===== src/hdl/wsfd_pkg.sv =====
// wsfd_pkg: shared types and constants for the frame deframer.
// Used by wsfd_front, wsfd_queue, wsfd_back and websocket_frame_deframer.
package wsfd_pkg;

   localparam int QUEUE_DEPTH = 4;

   localparam logic [3:0] OP_TEXT   = 4'h1;
   localparam logic [3:0] OP_BINARY = 4'h2;
   localparam logic [3:0] OP_CLOSE  = 4'h8;
   localparam logic [3:0] OP_PING   = 4'h9;
   localparam logic [3:0] OP_PONG   = 4'hA;

   localparam logic [6:0] LEN7_EXT16 = 7'd126;
   localparam logic [6:0] LEN7_EXT64 = 7'd127;

   // one classified beat handed from the parser to the unmask stage
   typedef struct packed {
      logic [7:0] data;
      logic [7:0] key;
      logic       has_data;
      logic       last;
      logic [3:0] opcode;
   } entry_type;

endpackage


===== src/hdl/websocket_frame_deframer.sv =====
// websocket_frame_deframer: top level of the frame decoder.
// Depends on wsfd_pkg, wsfd_front, wsfd_queue and wsfd_back.
//
//   channel | ports   | beat
//   --------+---------+-----------------------------------------------------
//   input   | req_*   | one received byte
//   result  | rsp_*   | one unmasked payload byte or a frame end marker
//
// One byte accepted per cycle while the queue is not full; each result is registered.
// Header and key bytes give no result; a zero-length frame gives one end marker.
// A 4-beat queue and the output register let the parser run while the result
// side stalls; req_tready drops only when that queue is full.
// Reset (synchronous, high) returns to the first header byte with the link open.
module websocket_frame_deframer #(
   parameter int LENGTH_BITS = 64
) (
   input  logic       clock,
   input  logic       reset,
   input  logic       req_tvalid,
   output logic       req_tready,
   input  logic [7:0] req_tdata,   // [7:0] rx_byte
   output logic       rsp_tvalid,
   input  logic       rsp_tready,
   output logic [7:0] rsp_tdata,   // [7:0] payload_byte
   output logic       rsp_tlast,   // frame_end
   output logic [6:0] rsp_tuser    // [0] payload_valid, [4:1] frame_opcode,
                                   // [5] close_received, [6] unknown_opcode
);

   logic                push_valid;
   wsfd_pkg::entry_type push_entry;
   logic                queue_full;
   logic                pop_valid;
   wsfd_pkg::entry_type pop_entry;
   logic                pop_ready;

   wsfd_front #(
      .LENGTH_BITS(LENGTH_BITS)
   ) u_front (
      .clock      (clock),
      .reset      (reset),
      .req_tvalid (req_tvalid),
      .req_tready (req_tready),
      .req_tdata  (req_tdata),
      .push_valid (push_valid),
      .push_entry (push_entry),
      .queue_full (queue_full)
   );

   wsfd_queue u_queue (
      .clock      (clock),
      .reset      (reset),
      .push_valid (push_valid),
      .push_entry (push_entry),
      .full       (queue_full),
      .pop_valid  (pop_valid),
      .pop_entry  (pop_entry),
      .pop_ready  (pop_ready)
   );

   wsfd_back u_back (
      .clock      (clock),
      .reset      (reset),
      .pop_valid  (pop_valid),
      .pop_entry  (pop_entry),
      .pop_ready  (pop_ready),
      .rsp_tvalid (rsp_tvalid),
      .rsp_tready (rsp_tready),
      .rsp_tdata  (rsp_tdata),
      .rsp_tlast  (rsp_tlast),
      .rsp_tuser  (rsp_tuser)
   );

endmodule


===== src/hdl/wsfd_front.sv =====
// wsfd_front: header parser; takes received bytes, tracks length and mask key,
// pushes one classified beat per result. Depends on wsfd_pkg.
module wsfd_front #(
   parameter int LENGTH_BITS = 64
) (
   input  logic                clock,
   input  logic                reset,
   input  logic                req_tvalid,
   output logic                req_tready,
   input  logic [7:0]          req_tdata,
   output logic                push_valid,
   output wsfd_pkg::entry_type push_entry,
   input  logic                queue_full
);

   typedef enum logic [5:0] {
      PH_HDR0    = 6'b000001,
      PH_HDR1    = 6'b000010,
      PH_EXT16   = 6'b000100,
      PH_EXT64   = 6'b001000,
      PH_MASK    = 6'b010000,
      PH_PAYLOAD = 6'b100000
   } phase_type;

   localparam logic [LENGTH_BITS-1:0] LenZero = '0;
   localparam logic [LENGTH_BITS-1:0] LenOne  = {{(LENGTH_BITS-1){1'b0}}, 1'b1};

   phase_type              phase_ff, phase_in;
   logic [3:0]             opcode_ff, opcode_in;
   logic                   mask_ff, mask_in;
   logic [3:0]             count_ff, count_in;
   logic [LENGTH_BITS-1:0] remain_ff, remain_in;
   logic [31:0]            key_ff, key_in;
   logic [1:0]             index_ff, index_in;
   logic                   open_ff, open_in;

   logic                   accept;
   logic                   len_done;
   logic                   start;
   logic                   emit_last;
   logic [6:0]             len7;
   logic [7:0]             key_byte;

   assign req_tready = !open_ff || !queue_full;
   assign accept     = req_tvalid && req_tready && open_ff;
   assign len7       = req_tdata[6:0];

   always_comb begin
      case (index_ff)
         2'd0:    key_byte = key_ff[31:24];
         2'd1:    key_byte = key_ff[23:16];
         2'd2:    key_byte = key_ff[15:8];
         default: key_byte = key_ff[7:0];
      endcase
   end

   always_comb begin
      phase_in   = phase_ff;
      opcode_in  = opcode_ff;
      mask_in    = mask_ff;
      count_in   = count_ff;
      remain_in  = remain_ff;
      key_in     = key_ff;
      index_in   = index_ff;
      open_in    = open_ff;
      len_done   = 1'b0;
      start      = 1'b0;
      emit_last  = 1'b0;
      push_valid = 1'b0;
      push_entry = '{data: req_tdata, key: key_byte, has_data: 1'b0,
                     last: 1'b0, opcode: opcode_ff};
      if (accept) begin
         case (phase_ff)
            PH_HDR1: begin
               mask_in   = req_tdata[7];
               count_in  = '0;
               remain_in = LenZero;
               if (len7 == wsfd_pkg::LEN7_EXT16) begin
                  phase_in = PH_EXT16;
               end else if (len7 == wsfd_pkg::LEN7_EXT64) begin
                  phase_in = PH_EXT64;
               end else begin
                  remain_in = {{(LENGTH_BITS-7){1'b0}}, len7};
                  len_done  = 1'b1;
               end
            end
            PH_EXT16, PH_EXT64: begin
               remain_in = {remain_ff[LENGTH_BITS-9:0], req_tdata};
               count_in  = count_ff + 4'd1;
               if (count_in == ((phase_ff == PH_EXT16) ? 4'd2 : 4'd8)) begin
                  len_done = 1'b1;
               end
            end
            PH_MASK: begin
               key_in   = {key_ff[23:0], req_tdata};
               count_in = count_ff + 4'd1;
               if (count_in == 4'd4) begin
                  count_in = '0;
                  start    = 1'b1;
               end
            end
            PH_PAYLOAD: begin
               push_valid          = 1'b1;
               push_entry.has_data = 1'b1;
               push_entry.last     = (remain_ff == LenOne);
               emit_last           = push_entry.last;
               index_in            = index_ff + 2'd1;
               remain_in           = remain_ff - LenOne;
            end
            default: begin
               opcode_in = req_tdata[3:0];
               phase_in  = PH_HDR1;
            end
         endcase
         if (len_done) begin
            count_in = '0;
            if (mask_in) begin
               phase_in = PH_MASK;
            end else begin
               key_in = '0;
               start  = 1'b1;
            end
         end
         if (start) begin
            index_in = '0;
            if (remain_in == LenZero) begin
               push_valid      = 1'b1;
               push_entry.last = 1'b1;
               emit_last       = 1'b1;
            end else begin
               phase_in = PH_PAYLOAD;
            end
         end
         if (emit_last) begin
            phase_in = PH_HDR0;
            if (opcode_ff == wsfd_pkg::OP_CLOSE) begin
               open_in = 1'b0;
            end
         end
      end
   end

   always_ff @(posedge clock) begin
      if (reset) begin
         phase_ff  <= PH_HDR0;
         opcode_ff <= '0;
         mask_ff   <= 1'b0;
         count_ff  <= '0;
         remain_ff <= LenZero;
         key_ff    <= '0;
         index_ff  <= '0;
         open_ff   <= 1'b1;
      end else begin
         phase_ff  <= phase_in;
         opcode_ff <= opcode_in;
         mask_ff   <= mask_in;
         count_ff  <= count_in;
         remain_ff <= remain_in;
         key_ff    <= key_in;
         index_ff  <= index_in;
         open_ff   <= open_in;
      end
   end

`ifndef SYNTH
   assert property (@(posedge clock) disable iff (reset)
      !open_ff |-> !push_valid)
      else $error("beat pushed after link closed");
   assert property (@(posedge clock) disable iff (reset)
      phase_ff == PH_PAYLOAD |-> remain_ff != LenZero)
      else $error("payload phase with no bytes left");
   assert property (@(posedge clock) disable iff (reset)
      $fell(open_ff) |-> $past(opcode_ff) == wsfd_pkg::OP_CLOSE && $past(push_valid))
      else $error("link closed without a close frame end");
`endif

endmodule


===== src/hdl/wsfd_queue.sv =====
// wsfd_queue: short FIFO of classified beats between parser and unmask stage.
// Depends on wsfd_pkg.
module wsfd_queue (
   input  logic                clock,
   input  logic                reset,
   input  logic                push_valid,
   input  wsfd_pkg::entry_type push_entry,
   output logic                full,
   output logic                pop_valid,
   output wsfd_pkg::entry_type pop_entry,
   input  logic                pop_ready
);

   localparam int PtrBits   = $clog2(wsfd_pkg::QUEUE_DEPTH);
   localparam int CountBits = $clog2(wsfd_pkg::QUEUE_DEPTH + 1);
   localparam logic [CountBits-1:0] CountFull = CountBits'(wsfd_pkg::QUEUE_DEPTH);

   wsfd_pkg::entry_type slot_ff [wsfd_pkg::QUEUE_DEPTH];
   logic [PtrBits-1:0]   wr_ptr_ff, wr_ptr_in;
   logic [PtrBits-1:0]   rd_ptr_ff, rd_ptr_in;
   logic [CountBits-1:0] count_ff, count_in;
   logic                 do_push, do_pop;

   assign full      = (count_ff == CountFull);
   assign pop_valid = (count_ff != '0);
   assign pop_entry = slot_ff[rd_ptr_ff];
   assign do_push   = push_valid && !full;
   assign do_pop    = pop_valid && pop_ready;

   always_comb begin
      wr_ptr_in = do_push ? wr_ptr_ff + PtrBits'(1) : wr_ptr_ff;
      rd_ptr_in = do_pop ? rd_ptr_ff + PtrBits'(1) : rd_ptr_ff;
      count_in  = count_ff;
      if (do_push && !do_pop) begin
         count_in = count_ff + CountBits'(1);
      end else if (do_pop && !do_push) begin
         count_in = count_ff - CountBits'(1);
      end
   end

   always_ff @(posedge clock) begin
      if (do_push) begin
         slot_ff[wr_ptr_ff] <= push_entry;
      end
   end

   always_ff @(posedge clock) begin
      if (reset) begin
         wr_ptr_ff <= '0;
         rd_ptr_ff <= '0;
         count_ff  <= '0;
      end else begin
         wr_ptr_ff <= wr_ptr_in;
         rd_ptr_ff <= rd_ptr_in;
         count_ff  <= count_in;
      end
   end

`ifndef SYNTH
   assert property (@(posedge clock) disable iff (reset)
      full |-> !push_valid)
      else $error("push into full queue");
`endif

endmodule


===== src/hdl/wsfd_back.sv =====
// wsfd_back: unmasks payload beats, flags frame ends and holds the result register.
// Depends on wsfd_pkg.
module wsfd_back (
   input  logic                clock,
   input  logic                reset,
   input  logic                pop_valid,
   input  wsfd_pkg::entry_type pop_entry,
   output logic                pop_ready,
   output logic                rsp_tvalid,
   input  logic                rsp_tready,
   output logic [7:0]          rsp_tdata,
   output logic                rsp_tlast,
   output logic [6:0]          rsp_tuser
);

   logic       valid_ff, valid_in;
   logic [7:0] data_ff, data_in;
   logic       last_ff, last_in;
   logic [6:0] user_ff, user_in;
   logic       known;
   logic       take;

   assign pop_ready = !valid_ff || rsp_tready;
   assign take      = pop_valid && pop_ready;

   always_comb begin
      case (pop_entry.opcode)
         wsfd_pkg::OP_TEXT, wsfd_pkg::OP_BINARY, wsfd_pkg::OP_CLOSE,
         wsfd_pkg::OP_PING, wsfd_pkg::OP_PONG: known = 1'b1;
         default:                              known = 1'b0;
      endcase
   end

   always_comb begin
      valid_in = valid_ff;
      if (pop_ready) begin
         valid_in = pop_valid;
      end
      data_in = pop_entry.has_data ? (pop_entry.data ^ pop_entry.key) : 8'h00;
      last_in = pop_entry.last;
      user_in = {pop_entry.last && !known,
                 pop_entry.last && (pop_entry.opcode == wsfd_pkg::OP_CLOSE),
                 pop_entry.opcode,
                 pop_entry.has_data};
   end

   always_ff @(posedge clock) begin
      if (take) begin
         data_ff <= data_in;
         last_ff <= last_in;
         user_ff <= user_in;
      end
   end

   always_ff @(posedge clock) begin
      if (reset) begin
         valid_ff <= 1'b0;
      end else begin
         valid_ff <= valid_in;
      end
   end

   assign rsp_tvalid = valid_ff;
   assign rsp_tdata  = data_ff;
   assign rsp_tlast  = last_ff;
   assign rsp_tuser  = user_ff;

`ifndef SYNTH
   assert property (@(posedge clock) disable iff (reset)
      valid_ff && !last_ff |-> !user_ff[5] && !user_ff[6])
      else $error("end flags on a beat that is not a frame end");
`endif

endmodule

===== config.mk =====
export PLATFORM = sky130hd
export DESIGN_NAME = websocket_frame_deframer
export DESIGN_NICKNAME = d
export VERILOG_FILES = /design/src/hdl/wsfd_pkg.sv /design/src/hdl/websocket_frame_deframer.sv /design/src/hdl/wsfd_front.sv /design/src/hdl/wsfd_queue.sv /design/src/hdl/wsfd_back.sv
export SDC_FILE = /design/constraint.sdc
export NUM_CORES = 1
export LEC_CHECK = 0
export BUFFER_PORTS_ARGS = -buffer_cell sky130_fd_sc_hd__buf_2
export CAP_MARGIN = 15
export CORE_MARGIN = 8
export CORE_UTILIZATION = 30
export DETAILED_ROUTE_END_ITERATION = 6
export GPL_TIMING_DRIVEN = 0
export SYNTH_ARGS = -nofsm -noshare
export SYNTH_HDL_FRONTEND = slang
export SYNTH_SLANG_ARGS = --single-unit

===== constraint.sdc =====
create_clock -name clock -period 17 [get_ports clock]
set_input_delay 3.4 -clock clock [delete_from_list [all_inputs] [get_ports clock]]
set_output_delay 3.4 -clock clock [all_outputs]
set_load 0.005 [all_outputs]

==> metrics.md <==
| Metric | Value |
|---|---|
| Layout cells sized above 1 | `8.996%` |
| Area post-placement | `0.01306 sq mm` |
| Yosys warnings | `0` |
| DRC Markers | `6` |
| Top routing layer in use | `met4` |
| Initial antenna violation count | `0` |
| Clock Tree Buf Depth | `3` |
| R2R Path End | `u_queue.count_ff[2]$_SDFFE_PP0P_` |
| CTS tree | `yes` |
| R2R setup slack | `9830 ps` |
| NetSw | `0.6402 mW` |
| LEAKAGE | `4.634 nW` |
| Clk sinks | `228` |
| Main flop type after synthesis | `dfxtp_1` |
| Die X-Extent | `217.4 microns` |
| Worst Setup Path Type | `input port to flip-flop` |
| GPL Wtd Cong | `1.035` |
| Relative slew slack | `20.85%` |
| Syn nets | `1,377` |
| Status | `complete, but fails checks` |
| Clock Skew | `16.86 ps` |
| Vias per inst | `6.013` |
| Pin slew with the least headroom to its limit | `1176 ps` |
| Initial Util | `30.48%` |
| Most frequent cells in the layout | `nand2_1, nor2_1, dfxtp_1` |
| # Post-CTS Setup Buffers | `0` |
| Worst r2r src | `u_front.phase_ff[2]$_SDFFE_PP0P_` |
| Largest net degree at the start of global routing | `17` |
| R2R depth | `19` |
| Wirelength per Cell | `25.03 microns` |
| Final setup vio count | `0` |
| Buffers on Ports | `29` |
| Via count | `11.78k` |
| WP data required | `17,480 ps` |
| Critical-path cell list | `buf_2, nand4_1, nor2_1, o21ai_1, a222oi_1, and4_1, nand3_1, or4_4, nor4_4, nor2_1, inv_1, ha_1, inv_1, fa_1, xor2_1, or3_1, a21oi_1` |
| Failing checks | `design-rule violations` |
| Hold Crit Endpoint | `u_front.key_ff[28]$_SDFFE_PP0P_` |
| Async SR Flop Fraction | `0%` |
| Design Area, Final | `0.01401 sq mm` |
| CP Capture Type | `flip-flop` |
| Most common cell after layout, fill and taps aside | `nand2_1` |
| Area Growth Syn to Fin | `15.19%` |
| Core box area | `0.03991 sq mm` |
| H-tree depth | `1` |
| Die area | `0.04726 sq mm` |
| DPL Wire Length | `35.34 mm` |
| Clock root cell | `clkbuf_16` |
| CP Launch Type | `input port` |
| CTS Buf Count | `25` |
| Internal power | `1.168 mW` |
| Post-layout minimum cycle time | `7662 ps` |
| Seq pwr share | `37.0%` |
| Met3 wire length | `5.919 mm` |
| FF+latch count, synth | `228` |
| Worst vdd ir | `0.06513 mV` |
| Hold Path Stages | `2` |
| Clock-pin slew on the worst setup and hold paths | `60 ps` |
| Crit path DAT | `8140 ps` |
| Unrepaired setup endpoints after global routing | `no` |
| CP Max Fanout | `9` |
| Sequential share of the synthesized area | `46.07%` |
| Metal2 WL | `21.33 mm` |
| I/O pins | `30` |
| Syn Area/Cell | `9.006 sq um` |
| HP Class | `flip-flop to flip-flop` |
| Hold Path Origin | `u_front.key_ff[28]$_SDFFE_PP0P_` |
| Nets | `1,441` |
| Max Slew Vio Count | `0` |
| Vias in the first global route | `11.04k` |
| Final hold vios | `0` |
| Logic pwr share | `28.9%` |
| Clock power share | `34.2%` |
| Post-CTS Hold Buffers | `0` |
| Remaining antenna violation count | `0` |
| Power Density | `129.0 mW/mm^2` |
| First-pass GRT wire length | `71.99 mm` |
| Syn Inst Count | `1,351` |
| Resized cells post-CTS | `0` |
| Netlist cell types | `77` |
| 1st-pass router iterations | `7` |
| Grt ovf | `0` |
| Row Count | `73` |
| Final period utilization | `45.07%` |
| CP max stage delay | `760 ps` |
| Final setup TNS | `0 ps` |
| FMAX | `130.5 MHz` |
| Maxcap violations | `0` |
| Overall routing resource usage | `19.94%` |
| Slowest CP cell | `a222oi_1` |
| Worst-Skew Late Latency | `560 ps` |
| ANT cells | `0` |
| Sw Share | `35.41%` |
| Post-Syn Area | `0.01217 sq mm` |
| Detailed Route Iter0 Violations | `1,557` |
| DRT met1 WL | `19.33 mm` |
| Number of synthesized flops with an enable pin | `104` |
| Die Ht | `217.4 microns` |
| Detailed Route WL | `49.04 mm` |
| Final Power | `1.808 mW` |
synthesized netlist by cell type (19+ instances only):
| cell | instances | area share [%] |
|---|---|---|
| nand2_1 | 159 | 4.9 |
| nor2_1 | 147 | 4.5 |
| dfxtp_1 | 124 | 20 |
| a21oi_1 | 110 | 4.5 |
| edfxtp_1 | 104 | 26 |
| clkbuf_1 | 88 | 2.7 |
| o21ai_0 | 82 | 3.4 |
| xnor2_1 | 43 | 3.1 |
| nor3_1 | 41 | 1.7 |
| nor4_1 | 37 | 1.9 |
| nand3_1 | 33 | 1.4 |
| inv_1 | 28 | 0.86 |
| a211oi_1 | 26 | 1.6 |
| nand4_1 | 25 | 1.3 |
| or3_1 | 24 | 1.2 |
| or4_1 | 24 | 1.5 |
| mux2i_1 | 19 | 1.6 |
how the worst max path moves through the flow:
| stage | from | to | slack, ps | cells after the start |
|---|---|---|---|---|
| after floorplan | req_tdata[5] | u_queue.slot_ff[0][0]$_DFFE_PP_ | 10010 | 11 |
| after global placement | req_tdata[3] | u_queue.slot_ff[0][10]$_DFFE_PP_ | 8280 | 11 |
| after detailed placement | req_tdata[3] | u_queue.count_ff[2]$_SDFFE_PP0P_ | 8950 | 18 |
| after CTS | req_tdata[3] | u_queue.count_ff[2]$_SDFFE_PP0P_ | 9510 | 17 |
| after global routing | req_tdata[3] | u_queue.count_ff[2]$_SDFFE_PP0P_ | 9220 | 18 |
| final | req_tdata[3] | u_queue.count_ff[2]$_SDFFE_PP0P_ | 9340 | 17 |
power groups by stage:
stage	Sequential (mW)	Combinational (mW)	Clock, mW
finish	0.668	0.522	0.618
global route	0.673	0.552	0.650
CTS	0.666	0.501	0.629
detailed placement	0.678	0.498	0
global placement	0.678	0.496	0
floorplan	0.668	0.307	0
stage by stage:
stage	instances	util, %	hold WS (ps)	worst slack (ps)
detailed placement	1911	32.73	447.6	8949
global placement	1905	32.49	441.5	8276
global route	1959	35.11	486.6	9224
finish	1959	35.11	454.1	9338
floorplan	1351	-	435.7	10010
CTS	1957	35.09	456.2	9510
metal layers:
layer / vias up / track usage, %
met5: - / 0
met2: 816 / 31.12
met4: 0 / 9.197
met3: 187 / 5.035
li1: 5160 / -
met1: 5617 / 25.69
layout make-up:
cell class	count	area (sq um)
clock inverters	16	257.7
clock buffers	30	684.4
flip-flops and latches	228	5605
well taps	525	656.9
plain buffers	100	385.4
repair buffers	37	235.2
multi-input cells	994	6081
inverters	29	108.9
fillers	4100	25900
state kept, by name, summed over array words and instances, names as in the netlist, named ones only:
register and cells:
u_front.index_ff 2, u_front.count_ff 4, u_queue.slot_ff 88, u_front.key_ff 32
u_queue.wr_ptr_ff 2, u_queue.count_ff 3, u_front.opcode_ff 4, u_front.phase_ff 6
u_front.open_ff 1, u_back.rsp_tdata 8, u_queue.rd_ptr_ff 2, u_front.remain_ff 64
u_back.rsp_tvalid 1, u_front.mask_ff 1, u_back.rsp_tuser 7, u_back.rsp_tlast 1
cells by family (layout without fill, tap and decap cells):
family	count (synthesis)	in the layout	synth area share (%)
buffers and inverters	129	212	4.062
flip-flops	228	228	46.07
AND/OR/NAND/NOR	562	562	23.03
adder cells (fa/ha/maj)	14	14	1.501
AO/OA/AOI/OAI	333	333	17.49
XOR/XNOR	50	50	3.599
multiplexers	35	35	4.247
worst max-delay path, delay by kind of cell:
kind	cells	cell delay, ps
AND/OR/NAND/NOR	8	2320
AO/OA/AOI/OAI	3	1260
adder cells (fa/ha/maj)	2	550
buffers and inverters	3	420
XOR/XNOR	1	170
(Power assumes the default switching activity.)
